<file path="config.mk">
export PLATFORM = sky130hd
export DESIGN_NAME = sha256_message_padder
export DESIGN_NICKNAME = d
export VERILOG_FILES = /design/src/hw/rtl/shapad_pkg.sv /design/src/hw/rtl/sha256_message_padder.sv /design/src/hw/rtl/shapad_dp.sv /design/src/hw/rtl/shapad_ctrl.sv
export SDC_FILE = /design/constraint.sdc
export NUM_CORES = 1
export LEC_CHECK = 0
export ABC_CLOCK_PERIOD_IN_PS = 5400
export BUFFER_PORTS_ARGS = -buffer_cell sky130_fd_sc_hd__buf_2
export CAP_MARGIN = 10
export CORE_ASPECT_RATIO = 0.7
export CORE_MARGIN = 2
export CORE_UTILIZATION = 30
export CTS_BUF_LIST = sky130_fd_sc_hd__clkbuf_16
export CTS_CLUSTER_DIAMETER = 40
export CTS_CLUSTER_SIZE = 12
export DETAILED_ROUTE_END_ITERATION = 10
export GPL_ROUTABILITY_DRIVEN = 0
export HOLD_SLACK_MARGIN = 0.02
export PLACE_DENSITY = 0.46
export REMOVE_ABC_BUFFERS = 1
export SYNTH_ARGS = -nofsm -noshare
export SYNTH_HDL_FRONTEND = slang
export SYNTH_SLANG_ARGS = --single-unit
</file>
<file path="constraint.sdc">
create_clock -name clock -period 5.4 [get_ports clock]
set_clock_uncertainty 0.05 [all_clocks]
set_input_delay 1.62 -clock clock [delete_from_list [all_inputs] [get_ports clock]]
set_output_delay 1.62 -clock clock [all_outputs]
set_load 0.02 [all_outputs]
</file>
<file path="src/hw/rtl/shapad_pkg.sv">
// Shared types and constants for the SHA-256 message padder.
// Used by the controller, the datapath and the top level; depends on nothing.
`timescale 1ns / 1ps

package shapad_pkg;

   localparam int unsigned ByteW    = 8;
   localparam int unsigned WordW    = 32;
   localparam int unsigned IndexW   = 4;
   localparam int unsigned PosW     = 6;
   localparam int unsigned CountW   = 61;
   localparam int unsigned ResultsW = 5;
   localparam int unsigned DataW    = 40;  // word_out + word_index, padded to whole bytes

   localparam logic [ByteW-1:0]    PadMark      = 8'h80;
   localparam logic [ResultsW-1:0] MaxResults   = 5'd18;
   localparam logic [IndexW-1:0]   LastIndex    = 4'd15;
   // word index just before the two length words
   localparam logic [IndexW-1:0]   PreLenIndex  = 4'd13;

   // datapath operations
   localparam logic [2:0] OP_NONE  = 3'd0;
   localparam logic [2:0] OP_HELD  = 3'd1;
   localparam logic [2:0] OP_BYTE  = 3'd2;
   localparam logic [2:0] OP_MARK  = 3'd3;
   localparam logic [2:0] OP_ZERO  = 3'd4;
   localparam logic [2:0] OP_LENHI = 3'd5;
   localparam logic [2:0] OP_LENLO = 3'd6;
   localparam logic [2:0] OP_HOLD  = 3'd7;

   typedef logic [2:0] op_type;

   typedef struct packed {
      logic   take_item;
      op_type op;
   } cmd_type;

   typedef struct packed {
      logic present;       // captured item carries a byte
      logic last;          // captured item ends the message
      logic word_full;     // next byte completes a word
      logic pre_len;       // current word is the one before the length words
      logic held;          // final length word of the previous message waits
      logic slot_free;     // result register can take a word this cycle
   } status_type;

endpackage

</file>
<file path="src/hw/rtl/sha256_message_padder.sv">
// SHA-256 message padder: bytes in, padded 512-bit blocks out as 32-bit words.
// A plain byte transaction is captured, then shifted into the word accumulator
// once the result register has room. A transaction marked last then writes each
// padding or length word, up to 18, through the single result register, so the
// output side's ready sets the pace of that tail.
// When a last byte lands on byte 56 of a block, the final length word is
// delivered first during the next transaction. Depends on shapad_pkg,
// shapad_ctrl and shapad_dp.
`timescale 1ns / 1ps

module sha256_message_padder
   import shapad_pkg::*;
(
   input  logic             clock,
   input  logic             reset,
   input  logic             req_tvalid,
   output logic             req_tready,
   input  logic [ByteW-1:0] req_tdata,   // [7:0] data_byte
   input  logic             req_tuser,   // [0] byte_present
   input  logic             req_tlast,   // last_of_message
   output logic             rsp_tvalid,
   input  logic             rsp_tready,
   output logic [DataW-1:0] rsp_tdata,   // [31:0] word_out, [35:32] word_index, [39:36] zero
   output logic             rsp_tuser,   // [0] block_end
   output logic             rsp_tlast    // message_end
);

   cmd_type    cmd;
   status_type status;

   shapad_ctrl u_ctrl (
      .clock      (clock),
      .reset      (reset),
      .req_tvalid (req_tvalid),
      .req_tready (req_tready),
      .status     (status),
      .cmd        (cmd)
   );

   shapad_dp u_dp (
      .clock      (clock),
      .reset      (reset),
      .cmd        (cmd),
      .status     (status),
      .req_tdata  (req_tdata),
      .req_tuser  (req_tuser),
      .req_tlast  (req_tlast),
      .rsp_tvalid (rsp_tvalid),
      .rsp_tready (rsp_tready),
      .rsp_tdata  (rsp_tdata),
      .rsp_tuser  (rsp_tuser),
      .rsp_tlast  (rsp_tlast)
   );

endmodule

</file>
<file path="src/hw/rtl/shapad_dp.sv">
// Datapath of the SHA-256 message padder: item capture, word accumulator,
// block position, byte count and the result register. Uses shapad_pkg.
`timescale 1ns / 1ps

module shapad_dp
   import shapad_pkg::*;
(
   input  logic                    clock,
   input  logic                    reset,
   input  cmd_type                 cmd,
   output status_type              status,
   input  logic [ByteW-1:0]        req_tdata,
   input  logic                    req_tuser,
   input  logic                    req_tlast,
   output logic                    rsp_tvalid,
   input  logic                    rsp_tready,
   output logic [DataW-1:0]        rsp_tdata,
   output logic                    rsp_tuser,
   output logic                    rsp_tlast
);

   logic [ByteW-1:0]  byte_ff, byte_in;
   logic              present_ff, present_in;
   logic              last_ff, last_in;
   logic [WordW-1:0]  acc_ff, acc_in;
   logic [PosW-1:0]   pos_ff, pos_in;
   logic [CountW-1:0] count_ff, count_in;
   logic              held_ff, held_in;

   logic              valid_ff, valid_in;
   logic [WordW-1:0]  word_ff, word_in;
   logic [IndexW-1:0] index_ff, index_in;
   logic              bend_ff, bend_in;
   logic              mend_ff, mend_in;

   logic              slot_free;
   logic [IndexW-1:0] cur_index;
   logic [PosW-1:0]   next_word_pos;
   logic [WordW-1:0]  shifted;
   logic [WordW-1:0]  marked;
   logic [4:0]        mark_shift;
   logic [WordW-1:0]  len_lo;

   assign slot_free     = !valid_ff || rsp_tready;
   assign cur_index     = pos_ff[PosW-1:2];
   assign next_word_pos = {cur_index + 4'd1, 2'b00};
   assign shifted       = {acc_ff[WordW-ByteW-1:0], byte_ff};
   // left-justify the partial word after the marker byte
   assign mark_shift    = {~pos_ff[1:0], 3'b000};
   assign marked        = {acc_ff[WordW-ByteW-1:0], PadMark} << mark_shift;
   assign len_lo        = {count_ff[WordW-4:0], 3'b000};

   always_comb begin
      byte_in    = byte_ff;
      present_in = present_ff;
      last_in    = last_ff;
      acc_in     = acc_ff;
      pos_in     = pos_ff;
      count_in   = count_ff;
      held_in    = held_ff;
      valid_in   = valid_ff && !rsp_tready;
      word_in    = word_ff;
      index_in   = index_ff;
      bend_in    = bend_ff;
      mend_in    = mend_ff;

      if (cmd.take_item) begin
         byte_in    = req_tdata;
         present_in = req_tuser;
         last_in    = req_tlast;
      end

      unique case (cmd.op)
         OP_NONE: begin
         end
         OP_HELD: begin
            valid_in = 1'b1;
            word_in  = len_lo;
            index_in = LastIndex;
            mend_in  = 1'b1;
            count_in = '0;
            held_in  = 1'b0;
         end
         OP_BYTE: begin
            if (present_ff) begin
               acc_in   = shifted;
               pos_in   = pos_ff + 6'd1;
               count_in = count_ff + 61'd1;
               if (pos_ff[1:0] == 2'b11) begin
                  valid_in = 1'b1;
                  word_in  = shifted;
                  index_in = cur_index;
                  mend_in  = 1'b0;
                  acc_in   = '0;
               end
            end
         end
         OP_MARK: begin
            valid_in = 1'b1;
            word_in  = marked;
            index_in = cur_index;
            mend_in  = 1'b0;
            acc_in   = '0;
            pos_in   = next_word_pos;
         end
         OP_ZERO: begin
            valid_in = 1'b1;
            word_in  = '0;
            index_in = cur_index;
            mend_in  = 1'b0;
            pos_in   = next_word_pos;
         end
         OP_LENHI: begin
            valid_in = 1'b1;
            word_in  = count_ff[CountW-1:CountW-WordW];
            index_in = cur_index;
            mend_in  = 1'b0;
            pos_in   = next_word_pos;
         end
         OP_LENLO: begin
            valid_in = 1'b1;
            word_in  = len_lo;
            index_in = cur_index;
            mend_in  = 1'b1;
            count_in = '0;
            pos_in   = '0;
            acc_in   = '0;
         end
         OP_HOLD: begin
            // keep the count: the final word is rebuilt from it later
            held_in = 1'b1;
            pos_in  = '0;
            acc_in  = '0;
         end
         default: begin
         end
      endcase

      bend_in = (index_in == LastIndex);
   end

   always_ff @(posedge clock) begin
      if (reset) begin
         acc_ff   <= '0;
         pos_ff   <= '0;
         count_ff <= '0;
         held_ff  <= 1'b0;
         valid_ff <= 1'b0;
      end else begin
         acc_ff   <= acc_in;
         pos_ff   <= pos_in;
         count_ff <= count_in;
         held_ff  <= held_in;
         valid_ff <= valid_in;
      end
   end

   always_ff @(posedge clock) begin
      byte_ff    <= byte_in;
      present_ff <= present_in;
      last_ff    <= last_in;
      word_ff    <= word_in;
      index_ff   <= index_in;
      bend_ff    <= bend_in;
      mend_ff    <= mend_in;
   end

   assign status.present   = present_ff;
   assign status.last      = last_ff;
   assign status.word_full = (pos_ff[1:0] == 2'b11);
   assign status.pre_len   = (cur_index == PreLenIndex);
   assign status.held      = held_ff;
   assign status.slot_free = slot_free;

   assign rsp_tvalid = valid_ff;
   assign rsp_tdata  = {{(DataW-WordW-IndexW){1'b0}}, index_ff, word_ff};
   assign rsp_tuser  = bend_ff;
   assign rsp_tlast  = mend_ff;

endmodule

</file>
<file path="src/hw/rtl/shapad_ctrl.sv">
// Controller of the SHA-256 message padder: sequences byte, padding and
// length steps and counts the words of one transaction. Uses shapad_pkg.
`timescale 1ns / 1ps

module shapad_ctrl
   import shapad_pkg::*;
(
   input  logic       clock,
   input  logic       reset,
   input  logic       req_tvalid,
   output logic       req_tready,
   input  status_type status,
   output cmd_type    cmd
);

   localparam logic [2:0] S_IDLE  = 3'd0;
   localparam logic [2:0] S_HELD  = 3'd1;
   localparam logic [2:0] S_BYTE  = 3'd2;
   localparam logic [2:0] S_MARK  = 3'd3;
   localparam logic [2:0] S_ZERO  = 3'd4;
   localparam logic [2:0] S_LENHI = 3'd5;
   localparam logic [2:0] S_LENLO = 3'd6;

   logic [2:0]          state_ff, state_in;
   logic [ResultsW-1:0] nres_ff, nres_in;

   assign req_tready = (state_ff == S_IDLE);

   always_comb begin
      state_in      = state_ff;
      nres_in       = nres_ff;
      cmd.take_item = 1'b0;
      cmd.op        = OP_NONE;

      unique case (state_ff)
         S_IDLE: begin
            if (req_tvalid) begin
               cmd.take_item = 1'b1;
               nres_in       = '0;
               state_in      = status.held ? S_HELD : S_BYTE;
            end
         end
         S_HELD: begin
            if (status.slot_free) begin
               cmd.op   = OP_HELD;
               nres_in  = nres_ff + 5'd1;
               state_in = S_BYTE;
            end
         end
         S_BYTE: begin
            if (status.slot_free) begin
               cmd.op = OP_BYTE;
               if (status.present && status.word_full) begin
                  nres_in = nres_ff + 5'd1;
               end
               state_in = status.last ? S_MARK : S_IDLE;
            end
         end
         S_MARK, S_ZERO: begin
            if (status.slot_free) begin
               cmd.op   = (state_ff == S_MARK) ? OP_MARK : OP_ZERO;
               nres_in  = nres_ff + 5'd1;
               state_in = status.pre_len ? S_LENHI : S_ZERO;
            end
         end
         S_LENHI: begin
            if (status.slot_free) begin
               cmd.op   = OP_LENHI;
               nres_in  = nres_ff + 5'd1;
               state_in = S_LENLO;
            end
         end
         S_LENLO: begin
            // a transaction returns at most MaxResults words; defer the rest
            if (nres_ff == MaxResults) begin
               cmd.op   = OP_HOLD;
               state_in = S_IDLE;
            end else if (status.slot_free) begin
               cmd.op   = OP_LENLO;
               nres_in  = nres_ff + 5'd1;
               state_in = S_IDLE;
            end
         end
         default: begin
            state_in = S_IDLE;
         end
      endcase
   end

   always_ff @(posedge clock) begin
      if (reset) begin
         state_ff <= S_IDLE;
         nres_ff  <= '0;
      end else begin
         state_ff <= state_in;
         nres_ff  <= nres_in;
      end
   end

endmodule

</file>
==> run metrics, run 1 <==
status=complete, no violations; adder-cell share of the synthesized area=0.01063; I/O pins=58; Multi-input gate area=3403 um^2; 1st-iter DRT viols=approximately 660; crit path time final=3.699 ns; total number of vias=6,064; Tot Pwr=2.642 mW; Overflow after GRT=0; Most used DFF post-synth=dfxtp_1; Power Density=323.6 nW/um^2; RSZ-0062 raised after global routing=no; Max Cap Viol=0; 1st-pass router iterations=10; setup bufs post-CTS=0; CTS tree=yes; DIE AREA=between 20,000 and 25,000 um^2; final setup vio count=0; post-synthesis cell area=7063 um^2; share of post-route cells with drive strength above 1=0.1450; Synth Instances=about 740; peak supply drop=0.0002186 V; Netlist cell types=65; core footprint=22,910 um^2; # rows=46; Routed Antenna Nets=0; post-synthesis xor/xnor area fraction=0.04216; H-Tree Depth=4; Worst-path clk slew=0.06 ns; EDFF count, synth=43; vias in the first global route=approximately 5,600; later-pin clock latency in the skew report=around 0.43 ns; Initial Utilization=0.3083; Max Clock Freq=270.3 MHz; initial antenna violation count=0; Crit path required time=5.48 ns; Residual DRC=0; CP startpoint kind=input port; Die W=187.4 um; Compound-Gate Fraction of Synth Area=0.1791; largest net degree at the start of global routing=60; LEAKAGE=2.873 nW; R2R cell count=6; Vias/cell=5.523; synth warn=0; CTS Root Cell=clkbuf_16; final instance count without filler cells=roughly 1,100; HP Class=flip-flop to flip-flop; number of fill cells=2,388; multiplexer area fraction after synthesis=0.01825; Synth async-reset ratio=0; setup TNS=0 ns; Final Cycle Share=0.6850; Layout area overhead=15.61%; Worst-Margin Slew=approximately 0.92 ns; DRT Wirelength=approximately 22 mm; largest family of logic cells by synthesized area=simple AND/OR/NAND/NOR gates; HPWL Detailed=16.29 mm; critical-path maximum fanout=32; clk sinks=149; antenna cell count=0; GRT Total Usage=0.1830; Resized cells post-CTS=0; # placed instances=1,065; CP arrival=3.78 ns; Seq cells post-synth=149; first-pass GRT wire length=34.42 mm; WS Path Type=input port to flip-flop; Final Hold Viols=0; pins over their slew limit=0; syn avg cell area=around 9.6 um^2; CTS Hold Bufs=0; Slew HR=0.3816; I/O Buffers=53; routed len/inst=between 20 and 25 um; nets=approximately 790; hold path depth=1; total area of sequential cells=roughly 3400 um^2; Die Y=~130 um; clk buf depth=2; Simple-Gate Fraction of Synth Area=0.2276; CTS Buf Count=17; sequential fraction of the synthesis area=0.4833; crit end category=flip-flop
[placed cells by master (no fill, tap or decap), types with 6 or more instances in the layout]
cell type	count
buf_2	53
xor2_1	18
mux2_2	7
or3_1	17
a22o_1	34
a21oi_1	41
or2_2	6
dfxtp_1	106
a222oi_1	22
xnor2_1	16
nor3_1	18
and4_1	6
and2_1	8
ha_1	6
buf_4	8
nand3_1	27
clkbuf_16	17
nor2b_1	6
or4_1	15
o21ai_0	19
nand4_1	23
nor2_1	62
o31ai_1	16
nand2_1	75
a221o_1	8
nor4_1	8
inv_1	21
edfxtp_1	43
[through the flow]
step                utilization  setup slack, ns  instance area, um^2  hold WS (ns)
floorplan                     -            1.332                 6863        0.4082
global placement         0.3314            1.311                 7592        0.4226
detailed placement       0.3314            1.272                 7592        0.4304
CTS                      0.3556            1.722                 8145        0.4482
global route             0.3565            1.515                 8165        0.4607
finish                   0.3565            1.701                 8165        0.4489
[cells in the mapped netlist (17+ instances only)]
library cell	count	share of area
nand2_1	75	0.040
nand3_1	27	0.019
a222oi_1	22	0.031
nand4_1	23	0.020
dfxtp_1	106	0.30
clkbuf_1	39	0.021
o21ai_0	19	0.013
a21oi_1	41	0.029
a22o_1	34	0.042
xor2_1	18	0.022
nor3_1	19	0.013
or3_1	17	0.015
edfxtp_1	43	0.18
nor2_1	62	0.033
[critical path, stage by stage]
cell	delay [ns]
buf_2	0.11
nor2b_1	0.64
nor3_2	0.25
nor3_1	0.74
inv_1	0.09
buf_4	0.31
[final cells by class]
type / count / area share
inverters: 16 / 0.007355
well taps: 312 / 0.04781
clock inverters: 15 / 0.01563
multi-input cells: 527 / 0.4168
clock buffers: 17 / 0.05210
flip-flops and latches: 149 / 0.4180
repair buffers: 62 / 0.04229
[final timing paths]
kind | to | from | slack, ns
max | u_dp.word_ff[4] | rsp_tready | 1.70
min | u_dp.acc_ff[17] | u_dp.acc_ff[17] | 0.45
max reg2reg | u_dp.count_ff[44] | u_dp.count_ff[0] | 2.16
min reg2reg | u_dp.acc_ff[17] | u_dp.acc_ff[17] | 0.45
[report_power, final]
part           switching [mW]  internal [mW]  leakage (nW)  total, mW
Combinational           0.163         0.0849          1.34      0.248
Clock                   0.474          0.668         0.289       1.14
Sequential             0.0475           1.21          1.25       1.25
Total                   0.684           1.96          2.87       2.64
[logic make-up after synthesis]
kind of cell | after synthesis
DFF | 149
and+or+nand+nor | 301
xor gates and xnor gates | 34
adders and majority gates | 6
AOI/OAI and AO/OA | 170
other | 1
buffers and inverters | 65
muxes | 12
[state kept, by name, indices dropped and copies added (netlist names)]
name / flops
u_dp.held_ff: 1
u_dp.present_ff: 1
u_dp.index_ff: 4
u_dp.acc_ff: 24
u_ctrl.state_ff: 3
u_dp.rsp_tuser: 1
u_dp.rsp_tlast: 1
u_dp.byte_ff: 8
u_dp.rsp_tvalid: 1
u_dp.pos_ff: 6
u_dp.word_ff: 32
u_dp.count_ff: 61
u_dp.last_ff: 1
u_ctrl.nres_ff: 5
[routing by layer]
layer  GRT usage  vias up  routed length (um)
met5           0        -                   0
met4     0.04068        0                 172
met3     0.05164       10                2125
met2      0.2387      241                8540
met1      0.2894     2953               11530
li1            -     2860                   -
Power figures use the tool's default switching activity.
==> run 2, diff against run 1 <==
--- a/config.mk
+++ b/config.mk
@@ -5,7 +5,7 @@
 export SDC_FILE = /design/constraint.sdc
 export NUM_CORES = 1
 export LEC_CHECK = 0
-export ABC_CLOCK_PERIOD_IN_PS = 5400
+export ABC_CLOCK_PERIOD_IN_PS = 3250
 export BUFFER_PORTS_ARGS = -buffer_cell sky130_fd_sc_hd__buf_2
 export CAP_MARGIN = 10
 export CORE_ASPECT_RATIO = 0.7
@@ -17,7 +17,7 @@
 export DETAILED_ROUTE_END_ITERATION = 10
 export GPL_ROUTABILITY_DRIVEN = 0
 export HOLD_SLACK_MARGIN = 0.02
-export PLACE_DENSITY = 0.46
+export PLACE_DENSITY = 0.47
 export REMOVE_ABC_BUFFERS = 1
 export SYNTH_ARGS = -nofsm -noshare
 export SYNTH_HDL_FRONTEND = slang
==> constraint.sdc (replaced) <==
create_clock -name clock -period 3.25 [get_ports clock]
set_clock_uncertainty 0.05 [all_clocks]
set_input_delay 0.975 -clock clock [delete_from_list [all_inputs] [get_ports clock]]
set_output_delay 0.975 -clock clock [all_outputs]
set_load 0.02 [all_outputs]
==> run 2 against run 1 <==
- via count increased by 2.1%
- count of clock-buffer cells in the layout unchanged
- power increased by 65%
- combinational power increased by 75%
- clock power increased by 64%
- worst setup slack got worse by 1.2 ns
- critical path type unchanged
- largest cell class unchanged
==> run metrics, run 2 (synthesis gave the netlist of run 1 again) <==
worst path bufs/invs=2 (-1); status=complete, no violations; I/O Buffers=53 (unchanged); post-layout util=0.3634 (+0.006992); Layout area overhead=17.87%; Vias/cell=5.528 (about the same); HPWL Detailed=16.72 mm (+2.6%); crit end category=flip-flop; DRT Wirelength=22.73 mm (+1.6%); 1st-pass router iterations=9 (-1); Routed Antenna Nets=0 (unchanged); antenna cell count=0 (unchanged); flop2flop setup slack=0.55 ns (-1.61 ns); M1 wire length=11.78 mm (+2.1%); RSZ-0062 raised after global routing=no; later-pin clock latency in the skew report=0.44 ns (about the same); max FFs per register=61 (unchanged); CP arrival=3.05 ns (-0.73 ns); share of post-route cells with drive strength above 1=0.1757 (+0.03070); commonest non-fill, non-tap cell in the layout=dfxtp_1; HP Class=flip-flop to flip-flop; critical path's top delay family=simple AND/OR/NAND/NOR gates; CP startpoint kind=input port; biggest regs=u_dp.count_ff: 61 flops, u_dp.word_ff: 32 flops, u_dp.acc_ff: 24 flops; Worst-Margin Slew=0.7814 ns (-0.1428 ns); met3 WL=2.168 mm (+2.0%); Max Cap Viol=0 (unchanged); peak supply drop=0.0003548 V (+62%); Power Density=525.1 nW/um^2 (+62%); WS Path Type=input port to flip-flop; crit path time final=2.729 ns; core footprint=22,910 um^2 (unchanged); R2R cell count=7 (+1); Top reg by flops=u_dp.count_ff; first-pass GRT wire length=35.07 mm (+1.9%); clk sinks=149 (unchanged); critical-path maximum fanout=24 (-25%); pins over their slew limit=0 (unchanged); R2R Path End=u_dp.count_ff[22]; Die Y=132.4 um (unchanged); CTS Root Cell=clkbuf_16; worst path cell trace=buf_2 > nor2b_1 > a21oi_1 > or2_2 > nor4_4 > buf_4 > a22o_1; nets=815 (+2.8%); clk buf depth=2 (unchanged); final setup vio count=0 (unchanged); most frequent cells in the layout=dfxtp_1, nand2_1, nor2_1, buf_2, edfxtp_1; vias in the first global route=5,733 (+1.8%); slowest CP cell=nor2b_1; Crit path required time=3.57 ns (-1.91 ns); CTS Hold Bufs=0 (unchanged); Final Hold Viols=0 (unchanged); CTS tree=yes; routed len/inst=20.29 um (-0.38%); post-route cell area=8325 um^2 (+2.0%); pre-CTS setup slack=0.1158 ns (-1.157 ns); largest net degree at the start of global routing=60 (unchanged); CTS Buf Count=17 (unchanged); Post-DP Area=7777 um^2 (+2.4%); metal2 WL=8.487 mm (-0.62%); Overflow after GRT=0 (unchanged); Final Cycle Share=0.8396; Setup WS post-layout=0.5212 ns (-1.180 ns); crit path from=rsp_tready; # rows=46 (unchanged); initial antenna violation count=0 (unchanged); Initial Utilization=0.3083 (unchanged); Resized cells post-CTS=0 (unchanged); Residual DRC=0 (unchanged); worst r2r src=u_ctrl.state_ff[2]; LEAKAGE=2.952 nW (+2.8%); Fin Hold WS=0.4513 ns (+0.002442 ns); DIE AREA=24,810 um^2 (unchanged); uppermost layer routed=met4; Tot Pwr=4.372 mW (+65%); Die W=187.4 um (unchanged); I/O pins=58 (unchanged); Max Clock Freq=366.5 MHz; H-Tree Depth=4 (unchanged); total number of vias=6,191 (+2.1%); Worst-path clk slew=0.07 ns (about the same); CP max stage delay=0.61 ns (-0.13 ns); setup bufs post-CTS=0 (unchanged); WP depth=7 (+1); 1st-iter DRT viols=858 (+30%); Slew HR=0.4780 (+0.09642); GRT Total Usage=0.1863 (+0.003353); CP endpoint=u_dp.acc_ff[15]
[run 2: worst min-delay path by stage]
stage | startpoint | end | slack [ns] | depth (start not counted)
2_1_floorplan | u_dp.count_ff[60] | u_dp.count_ff[60] | 0.41 | 2
3_3_place_gp | u_dp.acc_ff[21] | u_dp.acc_ff[21] | 0.43 | 1
3_5_place_dp | u_dp.acc_ff[16] | u_dp.acc_ff[16] | 0.43 | 1
4_1_cts | u_dp.acc_ff[16] | u_dp.acc_ff[16] | 0.45 | 1
5_1_grt | u_dp.acc_ff[20] | u_dp.acc_ff[20] | 0.47 | 1
6_report | u_dp.acc_ff[16] | u_dp.acc_ff[16] | 0.45 | 1
[run 2: cell type report]
class | instances | area (um^2)
Clock buffer | 17 | 425.4
Clock inverter | 15 | 122.6
Fill cell | 2380 | 14580
Inverter | 16 | 60.06
Multi-Input combinational cell | 527 | 3403
Sequential cell | 149 | 3413
Tap cell | 312 | 390.4
Timing Repair Buffer | 84 | 510.5
[run 2: routing by layer]
layer / GRT usage / up-vias
met1: 0.3041 / 3011
met3: 0.03700 / 20
met5: 0 / -
met4: 0.04987 / 0
li1: - / 2906
met2: 0.2394 / 254
[run 2: where the power goes]
group	internal (mW)	leakage, nW	total (mW)	switching, mW
Clock	0.996	0.268	1.87	0.873
Combinational	0.151	1.44	0.433	0.283
Sequential	2.00	1.25	2.07	0.0671
Total	3.15	2.95	4.37	1.22
[run 2: metrics by stage]
stage / std cells / setup TNS (ns)
5_1_grt: 1120 / 0
3_5_place_dp: 1088 / 0
2_1_floorplan: 692 / -4.159
3_3_place_gp: 1088 / 0
4_1_cts: 1120 / 0
6_report: 1120 / 0
